**config.mk**
```make
export PLATFORM = sky130hd
export DESIGN_NAME = longest_distinct_run_finder_unit_flat
export DESIGN_NICKNAME = d
export VERILOG_FILES = /design/src/hdl/ldrf_pkg.sv /design/src/hdl/ldrf_if.sv /design/src/hdl/ldrf_ram.sv /design/src/hdl/ldrf_cfg.sv /design/src/hdl/ldrf_track.sv /design/src/hdl/longest_distinct_run_finder_unit.sv /design/src/flat_wrapper.sv
export SDC_FILE = /design/constraint.sdc
export NUM_CORES = 2
export LEC_CHECK = 0
export BUFFER_PORTS_ARGS = -buffer_cell sky130_fd_sc_hd__buf_2
export CAP_MARGIN = 20
export CORE_ASPECT_RATIO = 0.5
export CORE_UTILIZATION = 35
export DETAILED_ROUTE_END_ITERATION = 10
export SKIP_CTS_REPAIR_TIMING = 1
export SYNTH_ARGS = -nofsm -noshare
export SYNTH_HDL_FRONTEND = slang
export SYNTH_SLANG_ARGS = --single-unit
```
**constraint.sdc**
```tcl
create_clock -name clk -period 9.2 [get_ports clk]
set_input_delay 1.84 -clock clk [delete_from_list [all_inputs] [get_ports clk]]
set_output_delay 1.84 -clock clk [all_outputs]
set_load 0.01 [all_outputs]
```
**src/hdl/ldrf_pkg.sv**
```systemverilog
package ldrf_pkg;

	// default sizing of the position counter and of the byte alphabet
	localparam int POS_BITS_DEF      = 16;
	localparam int ALPHABET_SIZE_DEF = 256;

	// string bytes are fixed at eight bits
	localparam int BYTE_W = 8;

	// apb register file: one 32-bit register at byte address 0
	localparam int APB_DATA_W = 32;
	localparam int APB_ADDR_W = 3;
	localparam int REG_IDX_W  = 1;

	// register indexes
	localparam logic [REG_IDX_W-1:0] REG_END_CHAR = 1'b0;

	// newline terminates a string after reset
	localparam logic [BYTE_W-1:0] END_CHAR_RESET = 8'd10;

	// tracker state seen from the top level
	typedef struct packed {
		logic s1_valid;
		logic s1_emit;
	} ldrf_stat_t;

endpackage

```
**src/hdl/ldrf_if.sv**
```systemverilog
// byte stream into the block
interface ldrf_in_if;
	logic                       valid;
	logic                       ready;
	logic [ldrf_pkg::BYTE_W-1:0] data_byte;
	logic                       end_of_string;

	modport source(output valid, output data_byte, output end_of_string, input ready);
	modport sink(input valid, input data_byte, input end_of_string, output ready);
endinterface

// one result per string
interface ldrf_out_if #(
	parameter int POS_BITS = ldrf_pkg::POS_BITS_DEF
);
	logic                valid;
	logic                ready;
	logic [POS_BITS:0]   best_length;
	logic [POS_BITS-1:0] best_start;
	logic                overflow;

	modport source(output valid, output best_length, output best_start, output overflow,
		input ready);
	modport sink(input valid, input best_length, input best_start, input overflow,
		output ready);
endinterface

```
**src/hdl/ldrf_ram.sv**
```systemverilog
module ldrf_ram #(
	parameter int WIDTH = 16,
	parameter int DEPTH = 256
) (
	input  logic                     clk,
	input  logic                     we,
	input  logic [$clog2(DEPTH)-1:0] waddr,
	input  logic [WIDTH-1:0]         wdata,
	input  logic                     re,
	input  logic [$clog2(DEPTH)-1:0] raddr,
	output logic [WIDTH-1:0]         rdata
);

	logic [WIDTH-1:0] mem [DEPTH];

	// single write port, registered read returning the old data on a collision
	always_ff @(posedge clk) begin
		if (we) begin
			mem[waddr] <= wdata;
		end
		if (re) begin
			rdata <= mem[raddr];
		end
	end

endmodule

```
**src/hdl/ldrf_cfg.sv**
```systemverilog
module ldrf_cfg (
	input  logic                              clk,
	input  logic                              arst_n,
	input  logic                              psel,
	input  logic                              penable,
	input  logic                              pwrite,
	input  logic [ldrf_pkg::APB_ADDR_W-1:0]   paddr,
	input  logic [ldrf_pkg::APB_DATA_W-1:0]   pwdata,
	output logic [ldrf_pkg::APB_DATA_W-1:0]   prdata,
	output logic                              pready,
	output logic [ldrf_pkg::BYTE_W-1:0]       end_char
);

	logic [ldrf_pkg::BYTE_W-1:0]    end_char_q;
	logic [ldrf_pkg::REG_IDX_W-1:0] reg_idx;
	logic                           wr_xfer;

	assign pready  = 1'b1;
	assign reg_idx = paddr[ldrf_pkg::APB_ADDR_W-1:2];
	assign wr_xfer = psel && penable && pwrite && pready;

	// register write in the access phase
	always_ff @(posedge clk or negedge arst_n) begin
		if (!arst_n) begin
			end_char_q <= ldrf_pkg::END_CHAR_RESET;
		end else if (wr_xfer && reg_idx == ldrf_pkg::REG_END_CHAR) begin
			end_char_q <= pwdata[ldrf_pkg::BYTE_W-1:0];
		end
	end

	// read mux
	always_comb begin
		prdata = '0;
		unique case (reg_idx)
			ldrf_pkg::REG_END_CHAR: begin
				prdata = ldrf_pkg::APB_DATA_W'(end_char_q);
			end
			default: begin
				prdata = '0;
			end
		endcase
	end

	assign end_char = end_char_q;

endmodule

```
**src/hdl/ldrf_track.sv**
```systemverilog
module ldrf_track #(
	parameter int POS_BITS      = ldrf_pkg::POS_BITS_DEF,
	parameter int ALPHABET_SIZE = ldrf_pkg::ALPHABET_SIZE_DEF
) (
	input  logic                        clk,
	input  logic                        arst_n,
	input  logic [ldrf_pkg::BYTE_W-1:0] end_char,
	ldrf_in_if.sink                     stream,
	ldrf_out_if.source                  result,
	output ldrf_pkg::ldrf_stat_t        stat
);

	localparam int SYM_W = $clog2(ALPHABET_SIZE);
	localparam logic [POS_BITS-1:0] POS_MAX = {POS_BITS{1'b1}};

	// constant table folding a byte value into the alphabet
	function automatic logic [SYM_W-1:0] fold_byte(input logic [ldrf_pkg::BYTE_W-1:0] b);
		logic [SYM_W-1:0] r;
		int               k;
		r = '0;
		k = 0;
		for (int i = 0; i < 2**ldrf_pkg::BYTE_W; i++) begin
			if (b == ldrf_pkg::BYTE_W'(i)) begin
				r = SYM_W'(k);
			end
			k = (k == ALPHABET_SIZE - 1) ? 0 : k + 1;
		end
		return r;
	endfunction

	// stage 1 pipeline registers
	logic                valid_s1;
	logic                term_s1;
	logic                last_s1;
	logic [SYM_W-1:0]    sym_s1;
	logic                hit_s1;
	logic [POS_BITS-1:0] fwd_pos_s1;

	// per-string state
	logic [POS_BITS-1:0]      pos_q;
	logic [POS_BITS-1:0]      win_q;
	logic [POS_BITS:0]        best_len_q;
	logic [POS_BITS-1:0]      best_start_q;
	logic                     ovf_q;
	logic [ALPHABET_SIZE-1:0] seen_q;

	// output register
	logic                out_valid_q;
	logic [POS_BITS:0]   out_len_q;
	logic [POS_BITS-1:0] out_start_q;
	logic                out_ovf_q;

	logic                sym_in;
	logic [SYM_W-1:0]    sym_acc;
	logic                acc;
	logic                out_free;
	logic                emit;
	logic                go;
	logic                at_max;
	logic                take;
	logic [POS_BITS-1:0] rd_data;
	logic [POS_BITS-1:0] prev;
	logic                dup;
	logic [POS_BITS-1:0] win_nx;
	logic [POS_BITS:0]   len;
	logic                better;
	logic [POS_BITS:0]   blen_nx;
	logic [POS_BITS-1:0] bstart_nx;
	logic                ovf_nx;

	// fold the byte into the alphabet
	assign sym_acc = fold_byte(stream.data_byte);
	assign sym_in  = (sym_acc == sym_s1);

	// handshake: stage 1 stalls only when it owes a result and the output is full
	assign out_free     = !out_valid_q || result.ready;
	assign emit         = term_s1 || last_s1;
	assign go           = valid_s1 && (!emit || out_free);
	assign stream.ready = !valid_s1 || go;
	assign acc          = stream.valid && stream.ready;

	// last-seen position table
	ldrf_ram #(
		.WIDTH(POS_BITS),
		.DEPTH(ALPHABET_SIZE)
	) u_last_seen (
		.clk  (clk),
		.we   (take),
		.waddr(sym_s1),
		.wdata(pos_q),
		.re   (acc),
		.raddr(sym_acc),
		.rdata(rd_data)
	);

	// sliding window update for the byte in stage 1
	always_comb begin
		at_max    = (pos_q == POS_MAX);
		take      = go && !term_s1 && !at_max;
		prev      = hit_s1 ? fwd_pos_s1 : rd_data;
		dup       = seen_q[sym_s1] && (prev >= win_q);
		win_nx    = dup ? prev + POS_BITS'(1) : win_q;
		len       = {1'b0, pos_q} - {1'b0, win_nx} + (POS_BITS+1)'(1);
		better    = len > best_len_q;
		blen_nx   = (take && better) ? len : best_len_q;
		bstart_nx = (take && better) ? win_nx : best_start_q;
		ovf_nx    = ovf_q || (!term_s1 && at_max);
	end

	// stage 1 capture, with forwarding of a write to the same byte value
	always_ff @(posedge clk or negedge arst_n) begin
		if (!arst_n) begin
			valid_s1 <= 1'b0;
		end else if (stream.ready) begin
			valid_s1 <= stream.valid;
		end
	end

	always_ff @(posedge clk) begin
		if (acc) begin
			term_s1    <= (stream.data_byte == end_char);
			last_s1    <= stream.end_of_string;
			sym_s1     <= sym_acc;
			hit_s1     <= take && sym_in;
			fwd_pos_s1 <= pos_q;
		end
	end

	// per-string state, cleared when the string ends
	always_ff @(posedge clk or negedge arst_n) begin
		if (!arst_n) begin
			pos_q        <= '0;
			win_q        <= '0;
			best_len_q   <= '0;
			best_start_q <= '0;
			ovf_q        <= 1'b0;
			seen_q       <= '0;
		end else if (go) begin
			if (emit) begin
				pos_q        <= '0;
				win_q        <= '0;
				best_len_q   <= '0;
				best_start_q <= '0;
				ovf_q        <= 1'b0;
				seen_q       <= '0;
			end else begin
				if (take) begin
					pos_q          <= pos_q + POS_BITS'(1);
					win_q          <= win_nx;
					seen_q[sym_s1] <= 1'b1;
				end
				best_len_q   <= blen_nx;
				best_start_q <= bstart_nx;
				ovf_q        <= ovf_nx;
			end
		end
	end

	// output register
	always_ff @(posedge clk or negedge arst_n) begin
		if (!arst_n) begin
			out_valid_q <= 1'b0;
		end else if (go && emit) begin
			out_valid_q <= 1'b1;
		end else if (result.ready) begin
			out_valid_q <= 1'b0;
		end
	end

	always_ff @(posedge clk) begin
		if (go && emit) begin
			out_len_q   <= blen_nx;
			out_start_q <= bstart_nx;
			out_ovf_q   <= ovf_nx;
		end
	end

	assign result.valid       = out_valid_q;
	assign result.best_length = out_len_q;
	assign result.best_start  = out_start_q;
	assign result.overflow    = out_ovf_q;

	assign stat.s1_valid = valid_s1;
	assign stat.s1_emit  = emit;

endmodule

```
**src/hdl/longest_distinct_run_finder_unit.sv**
```systemverilog
// Longest distinct run finder.
// stream: one string byte per transfer (data_byte, end_of_string). A byte equal
//   to the end_char register ends the string and is not counted; end_of_string
//   on any other byte counts the byte and then ends the string.
// result: one transfer per string with best_length and best_start of the
//   earliest longest run of pairwise distinct bytes, and overflow when bytes
//   past position 2^POS_BITS-2 were dropped.
// apb: end_char at byte address 0, newline after reset.
// Throughput: one byte per cycle while stage 1 is not stalled. Each byte does
//   one read-modify-write of the last-seen table (one read port, one write
//   port); a write by the byte just ahead is forwarded into the next one.
// Result path: the ending byte is registered in stage 1 and processed there;
//   its result is then captured in the output register, which drives the
//   result port.
// Reset: all per-string state and the seen bits clear at once; the block takes
//   bytes in the first cycle after reset. Table contents are not cleared.
// Stall: a full output register holds its result; a further string end then
//   holds the processing stage and stream.ready drops until result.ready.
module longest_distinct_run_finder_unit #(
	parameter int POS_BITS      = ldrf_pkg::POS_BITS_DEF,
	parameter int ALPHABET_SIZE = ldrf_pkg::ALPHABET_SIZE_DEF
) (
	input  logic                            clk,
	input  logic                            arst_n,
	input  logic                            psel,
	input  logic                            penable,
	input  logic                            pwrite,
	input  logic [ldrf_pkg::APB_ADDR_W-1:0] paddr,
	input  logic [ldrf_pkg::APB_DATA_W-1:0] pwdata,
	output logic [ldrf_pkg::APB_DATA_W-1:0] prdata,
	output logic                            pready,
	ldrf_in_if.sink                         stream,
	ldrf_out_if.source                      result
);

	localparam logic [POS_BITS+1:0] POS_LIMIT = (POS_BITS+2)'({POS_BITS{1'b1}});

	logic [ldrf_pkg::BYTE_W-1:0] end_char;
	ldrf_pkg::ldrf_stat_t        stat;

	// configuration registers
	ldrf_cfg u_cfg (
		.clk     (clk),
		.arst_n  (arst_n),
		.psel    (psel),
		.penable (penable),
		.pwrite  (pwrite),
		.paddr   (paddr),
		.pwdata  (pwdata),
		.prdata  (prdata),
		.pready  (pready),
		.end_char(end_char)
	);

	// window tracker and last-seen table
	ldrf_track #(
		.POS_BITS     (POS_BITS),
		.ALPHABET_SIZE(ALPHABET_SIZE)
	) u_track (
		.clk     (clk),
		.arst_n  (arst_n),
		.end_char(end_char),
		.stream  (stream),
		.result  (result),
		.stat    (stat)
	);

	// a pending string end must not take a byte while the output is blocked
	a_stall_blocks: assert property (@(posedge clk) disable iff (!arst_n)
		(stat.s1_valid && stat.s1_emit && result.valid && !result.ready) |-> !stream.ready)
		else $error("byte taken while a result was blocked");

	// an empty run starts at zero
	a_empty_start: assert property (@(posedge clk) disable iff (!arst_n)
		(result.valid && result.best_length == '0) |-> (result.best_start == '0))
		else $error("empty run with nonzero start");

	// the run lies within the usable positions
	a_run_bound: assert property (@(posedge clk) disable iff (!arst_n)
		result.valid |->
		((POS_BITS+2)'(result.best_start) + (POS_BITS+2)'(result.best_length)) <= POS_LIMIT)
		else $error("run extends past the position range");

endmodule
```
**src/flat_wrapper.sv**
```systemverilog
// flat-port wrapper written by rule: the top's interface ports become plain ports
module longest_distinct_run_finder_unit_flat 
#(
	parameter int POS_BITS      = ldrf_pkg::POS_BITS_DEF,
	parameter int ALPHABET_SIZE = ldrf_pkg::ALPHABET_SIZE_DEF
)
  (clk, arst_n, psel, penable, pwrite, paddr, pwdata, prdata, pready, stream_valid, stream_data_byte, stream_end_of_string, stream_ready, result_valid, result_best_length, result_best_start, result_overflow, result_ready);
  ldrf_in_if stream_i ();
  ldrf_out_if #(.POS_BITS(POS_BITS)) result_i ();
  input  logic clk;
  input  logic arst_n;
  input  logic psel;
  input  logic penable;
  input  logic pwrite;
  input  logic [ldrf_pkg::APB_ADDR_W-1:0] paddr;
  input  logic [ldrf_pkg::APB_DATA_W-1:0] pwdata;
  output logic [ldrf_pkg::APB_DATA_W-1:0] prdata;
  output logic pready;
  input wire logic [$bits(stream_i.valid)-1:0] stream_valid;
  input wire logic [$bits(stream_i.data_byte)-1:0] stream_data_byte;
  input wire logic [$bits(stream_i.end_of_string)-1:0] stream_end_of_string;
  output wire logic [$bits(stream_i.ready)-1:0] stream_ready;
  output wire logic [$bits(result_i.valid)-1:0] result_valid;
  output wire logic [$bits(result_i.best_length)-1:0] result_best_length;
  output wire logic [$bits(result_i.best_start)-1:0] result_best_start;
  output wire logic [$bits(result_i.overflow)-1:0] result_overflow;
  input wire logic [$bits(result_i.ready)-1:0] result_ready;
  assign stream_i.valid = stream_valid;
  assign stream_i.data_byte = stream_data_byte;
  assign stream_i.end_of_string = stream_end_of_string;
  assign stream_ready = stream_i.ready;
  assign result_valid = result_i.valid;
  assign result_best_length = result_i.best_length;
  assign result_best_start = result_i.best_start;
  assign result_overflow = result_i.overflow;
  assign result_i.ready = result_ready;
  longest_distinct_run_finder_unit #(.POS_BITS(POS_BITS), .ALPHABET_SIZE(ALPHABET_SIZE)) u_core (.clk(clk), .arst_n(arst_n), .psel(psel), .penable(penable), .pwrite(pwrite), .paddr(paddr), .pwdata(pwdata), .prdata(prdata), .pready(pready), .stream(stream_i), .result(result_i));
endmodule
```
# Word-level counts from Yosys, hierarchy flattened
# Memory sizes are Yosys's and may differ from the RTL's. A register that Yosys moved wholly into a read port is not among the register bits.
# Index checks and enable logic that the tools add are counted.
[totals] reg_bits=393 mem_bits_rw=4096 input_bits=51 elab_cells=589 mem_count=1
[mem_list] memory="u_core.u_track.u_last_seen.mem" depth=256 word_bits=16 read_ports=1 rd_ports_with_merged_regs=1 write_ports=1 line="ldrf_ram.sv:14" text="logic [WIDTH-1:0] mem [DEPTH];"
[op_classes] addsub=4 n_lt_le_gt_ge=4 eq_ne=258 mux=277 bitwise=2 reduce_logical=26
[op_table] cell="8-bit 2-to-1 mux" count=252
[op_table] cell="8-bit equality test, second input constant" count=128
[op_table] cell="8-bit by 7-bit equality test with 1-bit output, second input constant" count=64
[op_table] cell="256-bit 2-to-1 mux" count=2
[op_table] cell="8-bit by 6-bit equality test with 1-bit output, second input constant" count=32
[op_table] cell="256-bit bitwise OR" count=1
[op_table] cell="8-bit by 5-bit equality test with 1-bit output, second input constant" count=16
[op_table] cell="16-bit 2-to-1 mux" count=8
[op_table] cell="8-bit by 4-bit equality test with 1-bit output, second input constant" count=8
[op_table] cell="17-bit 2-to-1 mux" count=2
[op_table] cell="16-bit by 1-bit adder with 16-bit output, second input constant" count=2
[op_table] cell="8-bit by 3-bit equality test with 1-bit output, second input constant" count=4
[op_table] cell="17-bit by 1-bit adder with 17-bit output, second input constant" count=1
[op_table] cell="17-bit > comparator" count=1
[op_table] cell="16-bit by 16-bit subtractor with 17-bit output" count=1
[op_table] cell="16-bit equality test, second input constant" count=1
[op_table] cell="8-bit by 2-bit equality test with 1-bit output, second input constant" count=2
[op_table] cell="8-bit equality test" count=2
[op_table] cell="16-bit greater-or-equal comparator" count=1
[op_table] cell="1-bit logical AND" count=13
[op_table] cell="8-bit by 9-bit less-than comparator with 1-bit output, second input constant" count=1
[op_table] cell="1-bit binary-select mux with 8-bit select" count=1
[op_table] cell="1-bit demux with 8-bit select" count=1
[op_table] cell="8-bit by 1-bit equality test with 1-bit output, second input constant" count=1
[op_table] cell="9 further kinds" count=26

# Longest topological paths before layout
[logic_depth] word_depth=258 mapped_depth=35 ltp_nobuf=29

# Modules after synthesis
# From an unflattened synthesis, not the netlist that was laid out.
[hier_totals] cells_unflattened=9165 hier_area_um2=178348.6
[by_module_without_submodules] mod="ldrf_ram" instances=1 cells_each=7360 area_each_um2=158874.9
[by_module_without_submodules] mod="ldrf_track" instances=1 cells_each=1753 area_each_um2=18891.9
[by_module_without_submodules] mod="ldrf_cfg" instances=1 cells_each=52 area_each_um2=581.8

# Least setup slack after synthesis
# Ideal clock, no wire load.
[synth_path] path_kind="reg2reg" from="register u_core.u_track.pos_q[1]" to="register u_core.u_track.best_len_q[4]" setup_time_ns=0.122 t_arrival_ns=7.832 path_slack_ns=1.246 stages_incl_launch_ff=22 path_buffers=1 synth_period_minus_slack_ns=7.954 path_cell_list="dfrtp_1 inv_1 ha_1 inv_1 ha_1 fa_1 a21o_1 a21oi_1 o21ai_0 a31oi_1 o21bai_1 a21oi_1 xnor2_1 ha_1 nand4_1 nor3_1 o311ai_0 and4_1 nor3_1 buf_2 mux2_2 a32o_1"
[synth_via] elab_chain_cells=6 elab_cells_between_ends=9
[synth_rtl] element="start: declaration" line="ldrf_track.sv:40" text="logic [POS_BITS-1:0] pos_q;"
[synth_rtl] element="start signal: assignment" line="ldrf_track.sv:148" text="pos_q <= pos_q + POS_BITS'(1);"
[synth_rtl] element="16-bit by 16-bit subtractor with 17-bit output or 16-bit equality test (tied branches)" line="ldrf_track.sv:103, ldrf_track.sv:98"
[synth_rtl] element="17-bit by 1-bit adder with 17-bit output or 1-bit zero test (tied branches)" line="ldrf_track.sv:103, ldrf_track.sv:99"
[synth_rtl] element="17-bit > comparator or 1-bit logical AND (tied branches)" line="ldrf_track.sv:104, ldrf_track.sv:99"
[synth_rtl] element="1-bit logical AND" line="ldrf_track.sv:105" text="blen_nx = (take && better) ? len : best_len_q;"
[synth_rtl] element="17-bit 2-to-1 mux *" line="ldrf_track.sv:105"
[synth_rtl] element="named net u_core.u_track.blen_nx[4]" line="ldrf_track.sv:67" text="logic [POS_BITS:0] blen_nx;"
[synth_rtl] element="17-bit 2-to-1 mux *" line="ldrf_track.sv:139" text="if (emit) begin"
[synth_rtl] element="end signal: assignment" line="ldrf_track.sv:152" text="best_len_q <= blen_nx;"
[synth_rtl] element="end: declaration" line="ldrf_track.sv:42" text="logic [POS_BITS:0] best_len_q;"
# The timed path passes the listed nets; every way through them passes the cells marked *.
# A chain may end at the register's enable or synchronous reset.

# Worst setup path in the final report
[layout_path] from="register u_core.u_track.hit_s1" to="register u_core.u_track.best_len_q[9]"
[layout_via] elab_chain_cells=10 elab_cells_between_ends=11
[layout_rtl] element="start: declaration" line="ldrf_track.sv:36" text="logic hit_s1;"
[layout_rtl] element="start signal: assignment" line="ldrf_track.sv:124" text="hit_s1 <= take && sym_in;"
[layout_rtl] element="16-bit 2-to-1 mux *" line="ldrf_track.sv:100" text="prev = hit_s1 ? fwd_pos_s1 : rd_data;"
[layout_rtl] element="16-bit greater-or-equal comparator" line="ldrf_track.sv:101" text="dup = seen_q[sym_s1] && (prev >= win_q);"
[layout_rtl] element="1-bit logical AND" line="ldrf_track.sv:101"
[layout_rtl] element="16-bit 2-to-1 mux *" line="ldrf_track.sv:102" text="win_nx = dup ? prev + POS_BITS'(1) : win_q;"
[layout_rtl] element="16-bit by 16-bit subtractor with 17-bit output *" line="ldrf_track.sv:103" text="len = {1'b0, pos_q} - {1'b0, win_nx} + (POS_BITS+1)'(1);"
[layout_rtl] element="17-bit by 1-bit adder with 17-bit output *" line="ldrf_track.sv:103"
[layout_rtl] element="17-bit > comparator" line="ldrf_track.sv:104" text="better = len > best_len_q;"
[layout_rtl] element="1-bit logical AND" line="ldrf_track.sv:105"
[layout_rtl] element="17-bit 2-to-1 mux *" line="ldrf_track.sv:105"
[layout_rtl] element="named net u_core.u_track.blen_nx[9]" line="ldrf_track.sv:67"
[layout_rtl] element="17-bit 2-to-1 mux *" line="ldrf_track.sv:139"
# Marks and branches as above.

==> run metrics <==
Synth top area share 71.3%; crit end category flop; Final Worst Setup Slack 459 ps; CP Data Required Time around 10000 ps; met3 WL 37100 um; Final GP Congestion 0.853; worst rel slew slack 23.2%; DRT iter0 DRCs around 11k; vias in the first global route 84.3k; Syn Std Cell Area 0.176 mm2; min-delay worst type reg -> reg; Synth Instances between 7k and 8k; Max stage delay on crit path 540 ps; Placed Cells 14.4k; Worst R2R Setup Slack 460 ps; fmax 0.114 GHz; drt first pass iters 7; worst reg2reg path depth 31; Worst Path Arrival 9570 ps; CTS H-tree lvls 5; die area 0.505 mm2; top post-synthesis cells by area edfxtp_1 (71%), mux4_2 (18%), dfrtp_1 (4.7%), nor2_1 (1.1%), clkbuf_1 (0.67%); pin count of the biggest net entering global routing 197; CTS Buf Count 425; Clock transition at path regs 70 ps; die height 503 um; Peak supply drop 165 uV; CP delay by family, top compound AO/OA/AOI/OAI gates; routed len/inst roughly 30 um; synthesized flop and latch total about 4.5k; Slowest-stage cell, CP a211oi_1; Reg2Reg Launch Point u_core.u_track.hit_s1; Vias about 84k; pre-CTS setup slack 204 ps; MaxCap Viol Count 0; DP HPWL 259000 um; clk buf depth 4; unique cell type count in the Yosys netlist 70; P_leak 0.0573 uW; CP endpoint u_core.u_track.best_len_q[9]; DR vias/cell 5.50; initial antenna violation count 30; fin crit share 95.0%; Hold Slack between 400 and 500 ps; Initial Util about a third; Syn-to-layout area delta 13.8%; gr ovfl total 0; M1 WL slightly below 200000 um; gr usage total 17.5%; clock sinks around 4.5k; CP bufs+invs 5; CTS Root Cell clkbuf_16; final WL 452000 um; first-pass GRT wire length ~640000 um; EDFF count, synth 4173; Post-Layout Cell Count 15.2k; pwr dens 207 mW/mm2; Crit path top cell by count ha_1; Slew @ Worst Pin 1150 ps; Horiz. Die Dim 1000 um; Final Hold Viols 0; Post-Route Skew a little under 50 ps; Max Transition Viols Final 0; Core ar. 0.498 mm2; fill count 43.3k; share of cells above drive strength 1 a little under a third; Period minus WS final 8740 ps; CTS tree done; Final Power between 40000 and 50000 uW; Worst-Skew Late Latency 950 ps; CP Depth 31; yosys warns 0; commonest cells after routing, fill and taps aside edfxtp_1 (4173), mux4_2 (1388), clkbuf_16 (433); dominant synthesized flop cell edfxtp_1; Avg Cell Area, Syn about 23 um2; io pins 120; Critical Path Source Type flop; wire length on met2 209000 um; Final setup viols 0; CP Launch Point u_core.u_track.hit_s1; drt drc 0; Highest Signal Layer met4; Routed Antenna Nets 0; final net count slightly above 8k; most frequent standard cell in the layout excluding fill and tap cells edfxtp_1; total negative slack 0 ps; unrepaired setup endpoints after global routing false; endpoint of the worst register-to-register path u_core.u_track.best_len_q[9]; sequential fraction of the synthesis area 76.0%; number of port buffers 68; crit path kind reg -> reg; row cnt about 180; crit path max fanout 50; leading area contributor after synthesis edfxtp_1; status finished, final reports clean; Post-synth ARST share under 10%
-- Yosys cell counts (36+ instances only) --
cell type	number
buf_1	105
nand2_1	52
inv_1	50
xnor2_1	37
a22oi_1	39
nor3_1	38
a21oi_1	155
mux4_2	1388
nor2_1	513
dfrtp_1	330
mux2_2	36
ha_1	66
edfxtp_1	4173
o21a_1	102
clkbuf_1	315
-- worst register-to-register path: cells and delay by family, from the launching register on --
family,cells,cell delay (ps)
buf+inv,5,1390
compound gates,11,2420
mux,3,1090
fa+ha+maj,4,1200
simple gates,7,2030
flops,1,320
xor+xnor,1,170
-- cell families (layout without fill, tap and decap cells) --
group,count (synthesis),count (layout),synth area share (%)
xor gates and xnor gates,58,58,0.289
buffers and inverters,528,1238,1.27
DFF,4505,4505,76.0
and+or+nand+nor,739,739,1.80
AOI/OAI and AO/OA,423,423,1.62
adders and majority gates,67,67,0.481
muxes,1475,1475,18.5
other,2,31,0.00427
-- sequential cells by signal (all words and copies together), names as in the netlist --
name and flops:
u_core.u_track.best_start_q 16, u_core.u_track.result.best_length 17, u_core.u_track.fwd_pos_s1 16, u_core.u_track.pos_q 16
u_core.u_track.result.best_start 16, u_core.u_cfg.end_char 8, u_core.u_track.valid_s1 1, u_core.u_track.u_last_seen.rdata 16
u_core.u_track.term_s1 1, u_core.u_track.u_last_seen.mem 4096, u_core.u_track.last_s1 1, u_core.u_track.result.overflow 1
u_core.u_track.result.valid 1, u_core.u_track.sym_s1 8, u_core.u_track.seen_q 256, u_core.u_track.hit_s1 1
u_core.u_track.ovf_q 1, u_core.u_track.win_q 16, u_core.u_track.best_len_q 17
-- per-layer routing --
metal,GRT usage [%],up-vias
met5,0,-
met4,4.10,0
met3,3.10,601
met2,27.4,3423
met1,25.8,46000
li1,-,33600
-- metrics by stage --
step | utilization, % | area [um2]
5_1_grt | 40.1 | 200000
3_3_place_gp | 37.4 | 186000
2_1_floorplan | - | 176000
6_report | 40.1 | 200000
3_5_place_dp | 37.4 | 186000
4_1_cts | 40.1 | 200000
-- how the worst min path moves through the flow --
stage / startpoint / end / cells after the start
6_report: u_core.u_track.seen_q[155] / u_core.u_track.seen_q[155] / 1
3_5_place_dp: u_core.u_track.best_start_q[10] / u_core.u_track.best_start_q[10] / 1
2_1_floorplan: u_core.u_track.seen_q[13] / u_core.u_track.seen_q[13] / 2
5_1_grt: u_core.u_track.seen_q[22] / u_core.u_track.seen_q[22] / 1
4_1_cts: u_core.u_track.seen_q[241] / u_core.u_track.seen_q[241] / 2
3_3_place_gp: u_core.u_track.seen_q[101] / u_core.u_track.seen_q[101] / 2
-- final cells by class --
cell class	count	area, um2	share of cell area (%)
Timing Repair Buffer	416	3520	1.76
Clock buffer	543	11300	5.64
Inverter	52	203	0.101
Sequential cell	4505	134000	66.8
Multi-Input combinational cell	2787	40900	20.4
Antenna cell	6	15.0	0.00751
Clock inverter	227	2080	1.04
Tap cell	6660	8330	4.17
-- report_power, final --
part,switching [uW],internal (uW)
clock,7610,9610
combinational,1140,673
sequential,91.7,22300
No activity file was read; power rests on OpenSTA's default activity.
